### config.mk
export PLATFORM = sky130hd
export DESIGN_NAME = integer_stack_machine_top
export DESIGN_NICKNAME = d
export VERILOG_FILES = /design/src/rtl/core/ism_pkg.sv /design/src/rtl/core/ism_ctrl.sv /design/src/rtl/core/ism_dp.sv /design/src/rtl/core/integer_stack_machine_top.sv
export SDC_FILE = /design/constraint.sdc
export NUM_CORES = 2
export LEC_CHECK = 0
export CORE_ASPECT_RATIO = 0.9
export CORE_MARGIN = 4
export CORE_UTILIZATION = 58
export DETAILED_ROUTE_END_ITERATION = 12
export DONT_BUFFER_PORTS = 1
export GPL_ROUTABILITY_DRIVEN = 0
export PLACE_DENSITY = 0.74
export SLEW_MARGIN = 20
export SYNTH_ARGS = -nofsm -noshare
export SYNTH_HDL_FRONTEND = slang
export SYNTH_SLANG_ARGS = --single-unit
### constraint.sdc
create_clock -name aclk -period 8.9 [get_ports aclk]
set_input_delay 1.335 -clock aclk [delete_from_list [all_inputs] [get_ports aclk]]
set_output_delay 1.335 -clock aclk [all_outputs]
set_load 0.02 [all_outputs]
### src/rtl/core/ism_pkg.sv
package ism_pkg;

    localparam int DATA_W            = 32;
    localparam int MODE_W            = 3;
    localparam int STATUS_W          = 2;
    localparam int DEF_STACK_DEPTH   = 32;

    // opcodes carried on s_tuser
    localparam logic [MODE_W-1:0] MODE_PUSH      = 3'd0;
    localparam logic [MODE_W-1:0] MODE_PRINT_ALL = 3'd1;
    localparam logic [MODE_W-1:0] MODE_PRINT_TOP = 3'd2;
    localparam logic [MODE_W-1:0] MODE_POP       = 3'd3;
    localparam logic [MODE_W-1:0] MODE_SWAP      = 3'd4;
    localparam logic [MODE_W-1:0] MODE_ADD       = 3'd5;
    localparam logic [MODE_W-1:0] MODE_NOP       = 3'd6;

    localparam logic [STATUS_W-1:0] ST_OK       = 2'd0;
    localparam logic [STATUS_W-1:0] ST_EMPTY    = 2'd1;
    localparam logic [STATUS_W-1:0] ST_SHORT    = 2'd2;
    localparam logic [STATUS_W-1:0] ST_OVERFLOW = 2'd3;

    // write address select
    localparam logic [1:0] WA_TOP = 2'd0;  // first free slot
    localparam logic [1:0] WA_N1  = 2'd1;  // top entry
    localparam logic [1:0] WA_N2  = 2'd2;  // second entry

    // write data select
    localparam logic [1:0] WD_PUSH = 2'd0;
    localparam logic [1:0] WD_RDA  = 2'd1;
    localparam logic [1:0] WD_RDB  = 2'd2;
    localparam logic [1:0] WD_SUM  = 2'd3;

    typedef struct packed {
        logic                accept;
        logic                rd_ptr;
        logic                wr_en;
        logic [1:0]          wr_addr_sel;
        logic [1:0]          wr_data_sel;
        logic                cnt_inc;
        logic                cnt_dec;
        logic                ptr_dec;
        logic                emit;
        logic                emit_value;
        logic [STATUS_W-1:0] emit_status;
        logic                emit_last;
    } cmd_t;

    typedef struct packed {
        logic empty;
        logic short_stack;
        logic full;
        logic ptr_zero;
        logic out_free;
    } sts_t;

endpackage

### src/rtl/core/ism_ctrl.sv
module ism_ctrl import ism_pkg::*; (
    input  logic              aclk,
    input  logic              aresetn,
    input  logic              s_tvalid,
    output logic              s_tready,
    input  logic [MODE_W-1:0] s_mode,
    input  sts_t              sts,
    output cmd_t              cmd
);

    localparam logic [2:0] S_IDLE  = 3'd0;
    localparam logic [2:0] S_EXEC  = 3'd1;
    localparam logic [2:0] S_SWAP2 = 3'd2;
    localparam logic [2:0] S_DREAD = 3'd3;
    localparam logic [2:0] S_DEMIT = 3'd4;

    logic [2:0]        state_reg, state_next;
    logic [MODE_W-1:0] mode_reg, mode_next;

    assign s_tready = (state_reg == S_IDLE);

    always_comb begin
        state_next = state_reg;
        mode_next  = mode_reg;
        cmd        = '0;
        case (state_reg)
            S_IDLE: begin
                if (s_tvalid) begin
                    cmd.accept = 1'b1;
                    mode_next  = s_mode;
                    state_next = S_EXEC;
                end
            end
            S_EXEC: begin
                if (sts.out_free) begin
                    cmd.emit        = 1'b1;
                    cmd.emit_last   = 1'b1;
                    cmd.emit_status = ST_OK;
                    state_next      = S_IDLE;
                    case (mode_reg)
                        MODE_PUSH: begin
                            if (sts.full) begin
                                cmd.emit_status = ST_OVERFLOW;
                            end else begin
                                cmd.wr_en       = 1'b1;
                                cmd.wr_addr_sel = WA_TOP;
                                cmd.wr_data_sel = WD_PUSH;
                                cmd.cnt_inc     = 1'b1;
                            end
                        end
                        MODE_PRINT_ALL: begin
                            // top entry already read at accept, walk down from it
                            if (!sts.empty) begin
                                cmd.emit   = 1'b0;
                                state_next = S_DEMIT;
                            end
                        end
                        MODE_PRINT_TOP: begin
                            if (sts.empty) begin
                                cmd.emit_status = ST_EMPTY;
                            end else begin
                                cmd.emit_value = 1'b1;
                            end
                        end
                        MODE_POP: begin
                            if (sts.empty) begin
                                cmd.emit_status = ST_EMPTY;
                            end else begin
                                cmd.cnt_dec = 1'b1;
                            end
                        end
                        MODE_SWAP: begin
                            if (sts.short_stack) begin
                                cmd.emit_status = ST_SHORT;
                            end else begin
                                cmd.wr_en       = 1'b1;
                                cmd.wr_addr_sel = WA_N1;
                                cmd.wr_data_sel = WD_RDB;
                                state_next      = S_SWAP2;
                            end
                        end
                        MODE_ADD: begin
                            if (sts.short_stack) begin
                                cmd.emit_status = ST_SHORT;
                            end else begin
                                cmd.wr_en       = 1'b1;
                                cmd.wr_addr_sel = WA_N2;
                                cmd.wr_data_sel = WD_SUM;
                                cmd.cnt_dec     = 1'b1;
                            end
                        end
                        default: begin
                        end
                    endcase
                end
            end
            S_SWAP2: begin
                cmd.wr_en       = 1'b1;
                cmd.wr_addr_sel = WA_N2;
                cmd.wr_data_sel = WD_RDA;
                state_next      = S_IDLE;
            end
            S_DREAD: begin
                cmd.rd_ptr = 1'b1;
                state_next = S_DEMIT;
            end
            S_DEMIT: begin
                if (sts.out_free) begin
                    cmd.emit        = 1'b1;
                    cmd.emit_value  = 1'b1;
                    cmd.emit_status = ST_OK;
                    cmd.emit_last   = sts.ptr_zero;
                    if (sts.ptr_zero) begin
                        state_next = S_IDLE;
                    end else begin
                        cmd.ptr_dec = 1'b1;
                        state_next  = S_DREAD;
                    end
                end
            end
            default: begin
                state_next = S_IDLE;
            end
        endcase
    end

    always_ff @(posedge aclk) begin
        if (!aresetn) begin
            state_reg <= S_IDLE;
            mode_reg  <= MODE_NOP;
        end else begin
            state_reg <= state_next;
            mode_reg  <= mode_next;
        end
    end

endmodule

### src/rtl/core/ism_dp.sv
module ism_dp import ism_pkg::*; #(
    parameter int STACK_DEPTH = DEF_STACK_DEPTH
) (
    input  logic                aclk,
    input  logic                aresetn,
    input  cmd_t                cmd,
    output sts_t                sts,
    input  logic [DATA_W-1:0]   s_push_value,
    output logic                m_tvalid,
    input  logic                m_tready,
    output logic [DATA_W-1:0]   m_out_value,
    output logic                m_value_valid,
    output logic [STATUS_W-1:0] m_status,
    output logic                m_last
);

    localparam int AW = (STACK_DEPTH > 1) ? $clog2(STACK_DEPTH) : 1;
    localparam int CW = $clog2(STACK_DEPTH + 1);

    logic [DATA_W-1:0] stack_mem [STACK_DEPTH];

    logic [CW-1:0]     count_reg, count_next;
    logic [AW-1:0]     ptr_reg, ptr_next;
    logic [DATA_W-1:0] push_reg;
    logic [DATA_W-1:0] rd_a_reg, rd_b_reg;
    logic              out_valid_reg;
    logic [DATA_W-1:0] out_value_reg;
    logic              out_vv_reg;
    logic [STATUS_W-1:0] out_status_reg;
    logic              out_last_reg;

    logic [CW-1:0]     count_m1, count_m2;
    logic [AW-1:0]     addr_top, addr_n1, addr_n2, rd_addr_a;
    logic [AW-1:0]     wr_addr;
    logic [DATA_W-1:0] wr_data;
    logic              out_free;

    assign count_m1 = count_reg - CW'(1);
    assign count_m2 = count_reg - CW'(2);
    assign addr_top = count_reg[AW-1:0];
    assign addr_n1  = count_m1[AW-1:0];
    assign addr_n2  = count_m2[AW-1:0];
    assign rd_addr_a = cmd.rd_ptr ? ptr_reg : addr_n1;

    always_comb begin
        case (cmd.wr_addr_sel)
            WA_TOP:  wr_addr = addr_top;
            WA_N1:   wr_addr = addr_n1;
            WA_N2:   wr_addr = addr_n2;
            default: wr_addr = addr_n2;
        endcase
        case (cmd.wr_data_sel)
            WD_PUSH: wr_data = push_reg;
            WD_RDA:  wr_data = rd_a_reg;
            WD_RDB:  wr_data = rd_b_reg;
            WD_SUM:  wr_data = rd_a_reg + rd_b_reg;
            default: wr_data = push_reg;
        endcase
    end

    always_ff @(posedge aclk) begin
        if (cmd.wr_en) begin
            stack_mem[wr_addr] <= wr_data;
        end
        if (cmd.accept || cmd.rd_ptr) begin
            rd_a_reg <= stack_mem[rd_addr_a];
        end
        if (cmd.accept) begin
            rd_b_reg <= stack_mem[addr_n2];
        end
    end

    always_comb begin
        count_next = count_reg;
        if (cmd.cnt_inc) begin
            count_next = count_reg + CW'(1);
        end else if (cmd.cnt_dec) begin
            count_next = count_m1;
        end
        ptr_next = ptr_reg;
        if (cmd.accept) begin
            ptr_next = addr_n1;
        end else if (cmd.ptr_dec) begin
            ptr_next = ptr_reg - AW'(1);
        end
    end

    always_ff @(posedge aclk) begin
        if (!aresetn) begin
            count_reg <= '0;
        end else begin
            count_reg <= count_next;
        end
    end

    always_ff @(posedge aclk) begin
        ptr_reg <= ptr_next;
        if (cmd.accept) begin
            push_reg <= s_push_value;
        end
    end

    // one-deep output register
    assign out_free = !out_valid_reg || m_tready;

    always_ff @(posedge aclk) begin
        if (!aresetn) begin
            out_valid_reg <= 1'b0;
        end else if (cmd.emit) begin
            out_valid_reg <= 1'b1;
        end else if (m_tready) begin
            out_valid_reg <= 1'b0;
        end
    end

    always_ff @(posedge aclk) begin
        if (cmd.emit) begin
            out_value_reg  <= cmd.emit_value ? rd_a_reg : '0;
            out_vv_reg     <= cmd.emit_value;
            out_status_reg <= cmd.emit_status;
            out_last_reg   <= cmd.emit_last;
        end
    end

    assign sts.empty       = (count_reg == '0);
    assign sts.short_stack = (count_reg < CW'(2));
    assign sts.full        = (count_reg == CW'(STACK_DEPTH));
    assign sts.ptr_zero    = (ptr_reg == '0);
    assign sts.out_free    = out_free;

    assign m_tvalid      = out_valid_reg;
    assign m_out_value   = out_value_reg;
    assign m_value_valid = out_vv_reg;
    assign m_status      = out_status_reg;
    assign m_last        = out_last_reg;

endmodule

### src/rtl/core/integer_stack_machine_top.sv
// Bounded LIFO stack of 32-bit signed integers, one opcode per request on
// s_tuser (push, print all, print top, pop, swap, add, nop) with the push
// value on s_tdata. Every request returns one result, except print all on
// a non-empty stack, which returns every entry from top to bottom, last
// marked by m_tlast. Errors (empty, too short, overflow) leave the stack
// untouched and come back in the status field. The stack memory is read
// through a register: a request is taken in the idle state and executed
// in the execute state once the output register is free; swap needs a
// second state for its two memory writes, and print all alternates a
// read state and an emit state down the stack. A result waiting in the
// output register does not block the next request from being taken.
module integer_stack_machine_top import ism_pkg::*; #(
    parameter int STACK_DEPTH = DEF_STACK_DEPTH
) (
    input  logic                     aclk,
    input  logic                     aresetn,
    input  logic                     s_tvalid,
    output logic                     s_tready,
    input  logic signed [DATA_W-1:0] s_tdata,   // push_value
    input  logic [MODE_W-1:0]        s_tuser,   // mode
    output logic                     m_tvalid,
    input  logic                     m_tready,
    output logic signed [DATA_W-1:0] m_tdata,   // out_value
    output logic [2:0]               m_tuser,   // {status[1:0], value_valid}
    output logic                     m_tlast
);

    cmd_t                cmd;
    sts_t                sts;
    logic [DATA_W-1:0]   out_value;
    logic                value_valid;
    logic [STATUS_W-1:0] status;

    ism_ctrl u_ctrl (
        .aclk     (aclk),
        .aresetn  (aresetn),
        .s_tvalid (s_tvalid),
        .s_tready (s_tready),
        .s_mode   (s_tuser),
        .sts      (sts),
        .cmd      (cmd)
    );

    ism_dp #(
        .STACK_DEPTH (STACK_DEPTH)
    ) u_dp (
        .aclk          (aclk),
        .aresetn       (aresetn),
        .cmd           (cmd),
        .sts           (sts),
        .s_push_value  (s_tdata),
        .m_tvalid      (m_tvalid),
        .m_tready      (m_tready),
        .m_out_value   (out_value),
        .m_value_valid (value_valid),
        .m_status      (status),
        .m_last        (m_tlast)
    );

    assign m_tdata = out_value;
    assign m_tuser = {status, value_valid};

    // a taken request is executed before the next one is taken
    a_one_in_flight: assert property (@(posedge aclk) disable iff (!aresetn)
        (s_tvalid && s_tready) |=> !s_tready)
        else $error("request taken while previous one executing");

    // error results never carry a stack entry
    a_err_no_value: assert property (@(posedge aclk) disable iff (!aresetn)
        (m_tvalid && (m_tuser[2:1] != ST_OK)) |-> !m_tuser[0])
        else $error("error result flagged with a value");

    // never overwrite a result that has not been taken
    a_emit_free: assert property (@(posedge aclk) disable iff (!aresetn)
        cmd.emit |-> sts.out_free)
        else $error("result loaded into occupied output register");

    // push never grows a full stack
    a_no_overfill: assert property (@(posedge aclk) disable iff (!aresetn)
        cmd.cnt_inc |-> (!sts.full && !cmd.cnt_dec))
        else $error("entry count grown past the stack depth");

endmodule
# Word-level counts from Yosys, hierarchy flattened
# Memory sizes are Yosys's and may differ from the RTL's. A register that Yosys moved wholly into a read port is not among the register bits.
# Index checks and enable logic that the tools add are counted.
# op_classes
addsub	5
multipliers	0
div_mod_pow	0
magnitude_cmp	1
n_eq_ne	17
n_shift	0
n_mux	45
bitwise	0
n_reduce_logical	16
# ops
op	n
case mux 32 bit (4 select lines)	1
adder 32 bit	1
2-to-1 mux 5 bit	6
case mux 5 bit (2 select lines)	3
2-to-1 mux 6 bit	4
2-to-1 mux 1 bit	16
case mux 5 bit (3 select lines)	1
== test 3 x 2 -> 1 bit, second input constant	4
2-to-1 mux 3 bit	4
case mux 3 bit (4 select lines)	1
2-to-1 mux 2 bit	5
== test 3 bit, second input constant	3
2-to-1 mux 7 bit	1
adder 6 x 1 -> 6 bit, second input constant	1
== test 3 x 1 -> 1 bit, second input constant	2
== test 6 bit, second input constant	1
logical NOT 3 bit	2
logical NOT 6 bit	1
< comparator 6 x 2 -> 1 bit, second input constant	1
case mux 2 bit (3 select lines)	1
case mux 3 bit (2 select lines)	1
nonzero test 2 bit	3
subtractor 6 x 1 -> 6 bit, second input constant	1
logical NOT 5 bit	1
other kinds (13)	19
# totals
regBits	86
latchBits	0
mem_bits_rw	1024
rom_bits	0
input_bits	39
output_inout_bits	38
elab_cells	95
memories	1
# mem_list
memory	depth	word_bits	read_ports	rd_ports_with_merged_regs	wr	line	rtl
u_dp.stack_mem	32	32	2	2	1	ism_dp.sv:20	logic [DATA_W-1:0] stack_mem [STACK_DEPTH];

# Longest topological paths before layout
# depth
depth_word	7
mapped_depth	15

# Hierarchy
# From an unflattened synthesis, not the netlist that was laid out.
# unflattened
hier_cells	3465
hier_area_um2	57146.1
# modules_own_cells
module	n_inst	cells_per_inst	area_per_inst_um2	seq_area_each_um2
ism_dp	1	3389	56603.0	35003.6
ism_ctrl	1	75	535.5	120.1
integer_stack_machine_top	1	1	7.5	0.0

# Worst setup path after synthesis
# No wires, ideal clock.
# synth_path
kind	in2reg
start	input m_tready
end	memory u_dp.stack_mem[29][0] (enable)
setup_ns	0.421
arrival_time_ns	4.171
setup_slack_ns	4.308
path_stages	9
path_buffers	1
cell_sequence	nor2b_1 nor4_2 and2_1 buf_2 a21oi_2 or3_1 o31ai_1 nand2_1 nor2_1
# synth_via
elab_chain_cells	5
elab_cells_between_ends	8
classes_between	eq/ne: 1; mux: 5; reduce/logical: 2
# synth_lines
element	line	rtl
start: declaration	integer_stack_machine_top.sv:22	input logic m_tready,
logical OR 1 bit *	ism_dp.sv:104	assign out_free = !out_valid_reg || m_tready;
2-to-1 mux 7 bit *	ism_ctrl.sv:35	if (sts.out_free) begin
case mux 5 bit (2 select lines) *	ism_ctrl.sv:26	case (state_reg)
== test 2 x 1 -> 1 bit (tied with other cells)	ism_dp.sv:46	case (cmd.wr_addr_sel)
case mux 5 bit (2 select lines) / 2-to-1 mux 1 bit (equally long branches)	ism_dp.sv:46, ism_dp.sv:63	
end: declaration	ism_dp.sv:20	
# Mark *: on every way between the ends. The rest lies on a longest branch, timed or not.

# Worst setup path after layout
# layout_path
start	register u_dp.count_reg[1]
end	memory u_dp.stack_mem[17][23] (enable)
# layout_via
elab_chain_cells	7
elab_cells_between_ends	15
classes_between	add/sub: 2; order compare: 1; eq/ne: 2; mux: 9; reduce/logical: 1
# layout_lines
element	line	rtl
start: declaration	ism_dp.sv:22	logic [CW-1:0] count_reg, count_next;
start signal: assignment	ism_dp.sv:92	count_reg <= count_next;
< comparator 6 x 2 -> 1 bit / == test 6 bit (equally long branches)	ism_dp.sv:126, ism_dp.sv:127	
2-to-1 mux 5 bit (tied with other cells)	ism_ctrl.sv:73	if (sts.short_stack) begin
case mux 5 bit (3 select lines)	ism_ctrl.sv:40	case (mode_reg)
2-to-1 mux 7 bit	ism_ctrl.sv:35	
case mux 5 bit (2 select lines)	ism_ctrl.sv:26	
== test 2 x 1 -> 1 bit (tied with other cells)	ism_dp.sv:46	
case mux 5 bit (2 select lines) / 2-to-1 mux 1 bit (equally long branches)	ism_dp.sv:46, ism_dp.sv:63	
# Parallel ways exist; a longest one is shown, timed or not.

==> run summary <==
Nets: 3564
Buffers on Ports: 0
crit path capture type: flop
Area growth syn-to-layout: 9.68%
Setup Skew: 21.9 ps
most used cell along the critical path: buf_4
Tot Pwr: 11.6 mW
Most flops, register: u_dp.stack_mem
max_cap viols: 0
DP HPWL: 94500 um
Total GRT Usage: 31.3%
reg2reg path depth: 9
Die ar.: 102000 um^2
critical-path cell list: inv_1 > ha_1 > xor2_4 > buf_4 > or3_1 > o31ai_1 > nand2b_1 > nor2_4 > buf_4
Seq/Total Area, Yosys: 62.8%
number of global-route vias before repair: 34.7k
Worst Path Buf+Inv: 3
Setup CP Type: flop to flop
CTS resizes: 0
die width: 335 um
Synth Register Bits: 1174
Clk Latency, worst-skew pair: 690 ps
grt total ovfl: 0
run status: finished clean
final setup TNS: 0 ps
Worst Path Arrival: 5310 ps
post-place setup slack: 3700 ps
Num CTS Buffers: 110
worst slew pin tran: 1190 ps
Startpoint Class: flop
Pre-Repair DR Iteration Count: 6
H-tree depth: 3
worst r2r dst: u_dp.stack_mem[17][23]$_DFFE_PP_
largest net degree at the start of global routing: 154
global-route wire length before repair: 232000 um
Starting Density: 58.8%
min-delay src: u_ctrl.mode_reg[2]$_SDFFE_PN1P_
Synth Flop Type: edfxtp_1
clk sinks: 1174
I/O pins: 77
Leakage: 19.4 nW
post-route clock period utilization: 55.7%
Hold Crit Class: flop to flop
Hold Path Sink: u_ctrl.mode_reg[2]$_SDFFE_PN1P_
Post-synth EDFFs: 1161
Post-Syn Instances: 3542
detailed-route wire length: 159000 um
core area: 95200 um^2
Cell Area, Synth: 56000 um^2
r2r setup slk: 3950 ps
DR iter-0 viols: 5623
Die Span Y: 303 um
Residual DRC: 0
CTS Hold Bufs: 0
Req. time, crit path: 9250 ps
Worst VDD drop: 0.188 mV
count of cell types in the netlist: 69
Mapped Nets: 3620
hold depth: 2
fin util: 64.5%
Crit path largest cell delay: 900 ps
Slowest cell on crit path: dfxtp_4
Post-CTS Setup Repair Bufs: 0
minimum clock period: 4950 ps
RSZ-0062 raised after global routing: false
Largest register FFs: 1024
Crit Path Max Fanout: 55
Async S/R FF share, synth: 0%
routed vias: 35.2k
Ant. Diodes: 0
setup slack after layout: 3950 ps
fin cells: 4830
crit-path leading delay family: simple AND/OR/NAND/NOR gates
CTS tree: yes
yosys warns: 0
antenna violations before repair: 2
reg-to-reg startpoint: u_dp.count_reg[1]$_SDFFE_PN0P_
share of cells above drive strength 1: 24.7%
Final Hold Vio Count: 0
Cells after DPL: 4626
clock-pin transition on the worst setup and hold timing paths: 60 ps
WL/cell: 32.9 um
DR vias/cell: 7.29
Pwr per Cell Area: 189 nW/um^2
f_max: 0.202 GHz
clock buffer depth: 3
final setup fails: 0
DRT antenna net count: 0
final number of max-transition violations: 0
Rows: 107
post-synthesis area per instance: 15.8 um^2
Slew HR: 20.4%
clock root buffer master: clkbuf_16
per-stage QoR:
stage / cell area [um^2] / hold slack [ps]
after floorplan: 56000 / 503
after global placement: 57700 / 565
after detailed placement: 57700 / 577
after CTS: 61400 / 587
after global routing: 61400 / 624
final: 61400 / 587
per-layer routing:
layer	wire length [um]	global-route usage, %	vias to the layer above
li1	-	-	14100
met2	74000	48.7	2900
met1	55400	42.9	17700
met4	9320	15.2	0
met5	0	0	-
met3	20100	6.67	466
power breakdown:
group	leakage [nW]	total (mW)	internal (mW)	switching [mW]
Combinational	7.07	0.668	0.217	0.451
Clock	1.76	4.75	2.72	2.03
Sequential	10.6	6.21	6.14	0.0612
Total	19.4	11.6	9.09	2.54
Yosys cell counts, drive strengths merged, types with 19 or more instances:
cell / count / area share (%)
ha: 38 / 0.85
clkbuf: 130 / 0.87
mux2: 97 / 2.0
nor2: 98 / 0.66
o21ai: 67 / 0.61
nor3: 52 / 0.47
nand2: 598 / 4.0
xnor2: 23 / 0.36
nand3: 143 / 1.3
a21oi: 74 / 0.68
a311oi: 128 / 2.0
inv: 19 / 0.13
a31oi: 24 / 0.27
buf: 132 / 1.3
edfxtp: 1161 / 62
mux4: 448 / 18
and3: 74 / 0.83
and2: 38 / 0.42
o22ai: 37 / 0.41
worst max path at each step:
stage | cells after the start | endpoint | startpoint
after global routing | 9 | u_dp.stack_mem[14][8]$_DFFE_PP_ | u_dp.count_reg[1]$_SDFFE_PN0P_
after floorplan | 9 | u_dp.stack_mem[29][0]$_DFFE_PP_ | m_tready
after detailed placement | 8 | u_dp.stack_mem[13][7]$_DFFE_PP_ | u_dp.count_reg[1]$_SDFFE_PN0P_
after CTS | 8 | u_dp.stack_mem[13][26]$_DFFE_PP_ | u_dp.count_reg[1]$_SDFFE_PN0P_
final | 9 | u_dp.stack_mem[17][23]$_DFFE_PP_ | u_dp.count_reg[1]$_SDFFE_PN0P_
after global placement | 8 | u_dp.stack_mem[14][13]$_DFFE_PP_ | m_tready
kinds of logic after synthesis:
| logic type | share of synthesized area (%) |
|---|---|
| DFF | 62.8 |
| muxes | 20.1 |
| AOI/OAI and AO/OA | 4.93 |
| adders and majority gates | 0.885 |
| buffers and inverters | 2.35 |
| and+or+nand+nor | 8.35 |
| xor gates and xnor gates | 0.579 |
area by class of cell:
class / count / area (um^2)
well taps: 1253 / 1570
fillers: 6335 / 33800
flip-flops and latches: 1174 / 35100
inverters: 20 / 77.6
clock inverters: 68 / 713
repair buffers: 94 / 808
clock buffers: 135 / 2910
multi-input cells: 2086 / 20200
cells in the final DEF (no fill, tap or decap), types with 7 or more instances in the layout:
cell,netlist,layout
xor2_1,14,13
nor3_1,51,50
a21oi_1,72,64
mux4_2,448,448
mux2i_1,8,8
bufinv_16,0,14
and2_1,38,38
clkbuf_16,0,113
clkinv_2,0,18
o21a_1,9,8
nor2_4,0,32
edfxtp_1,1161,1161
a211oi_1,8,8
mux2_2,97,96
o21ai_0,56,55
dfxtp_1,13,11
nand2_1,597,596
a31oi_4,0,12
clkinv_1,1,24
o21ai_1,10,8
clkbuf_1,130,22
nand4_1,8,8
a21o_1,9,9
o211ai_1,7,7
nand3_1,143,143
or3_1,10,10
buf_4,9,86
xnor2_1,23,22
nor2b_1,12,11
nor2_1,97,65
and3_1,74,74
a311oi_1,128,128
ha_1,38,37
inv_1,18,18
nand2b_1,13,13
o22ai_1,37,37
tightest hold or removal path, delay by kind of cell, from the launching register on:
family / cells / cell delay [ps]
and+or+nand+nor: 2 / 150
DFF: 1 / 380
Power figures use the tool's default switching activity.
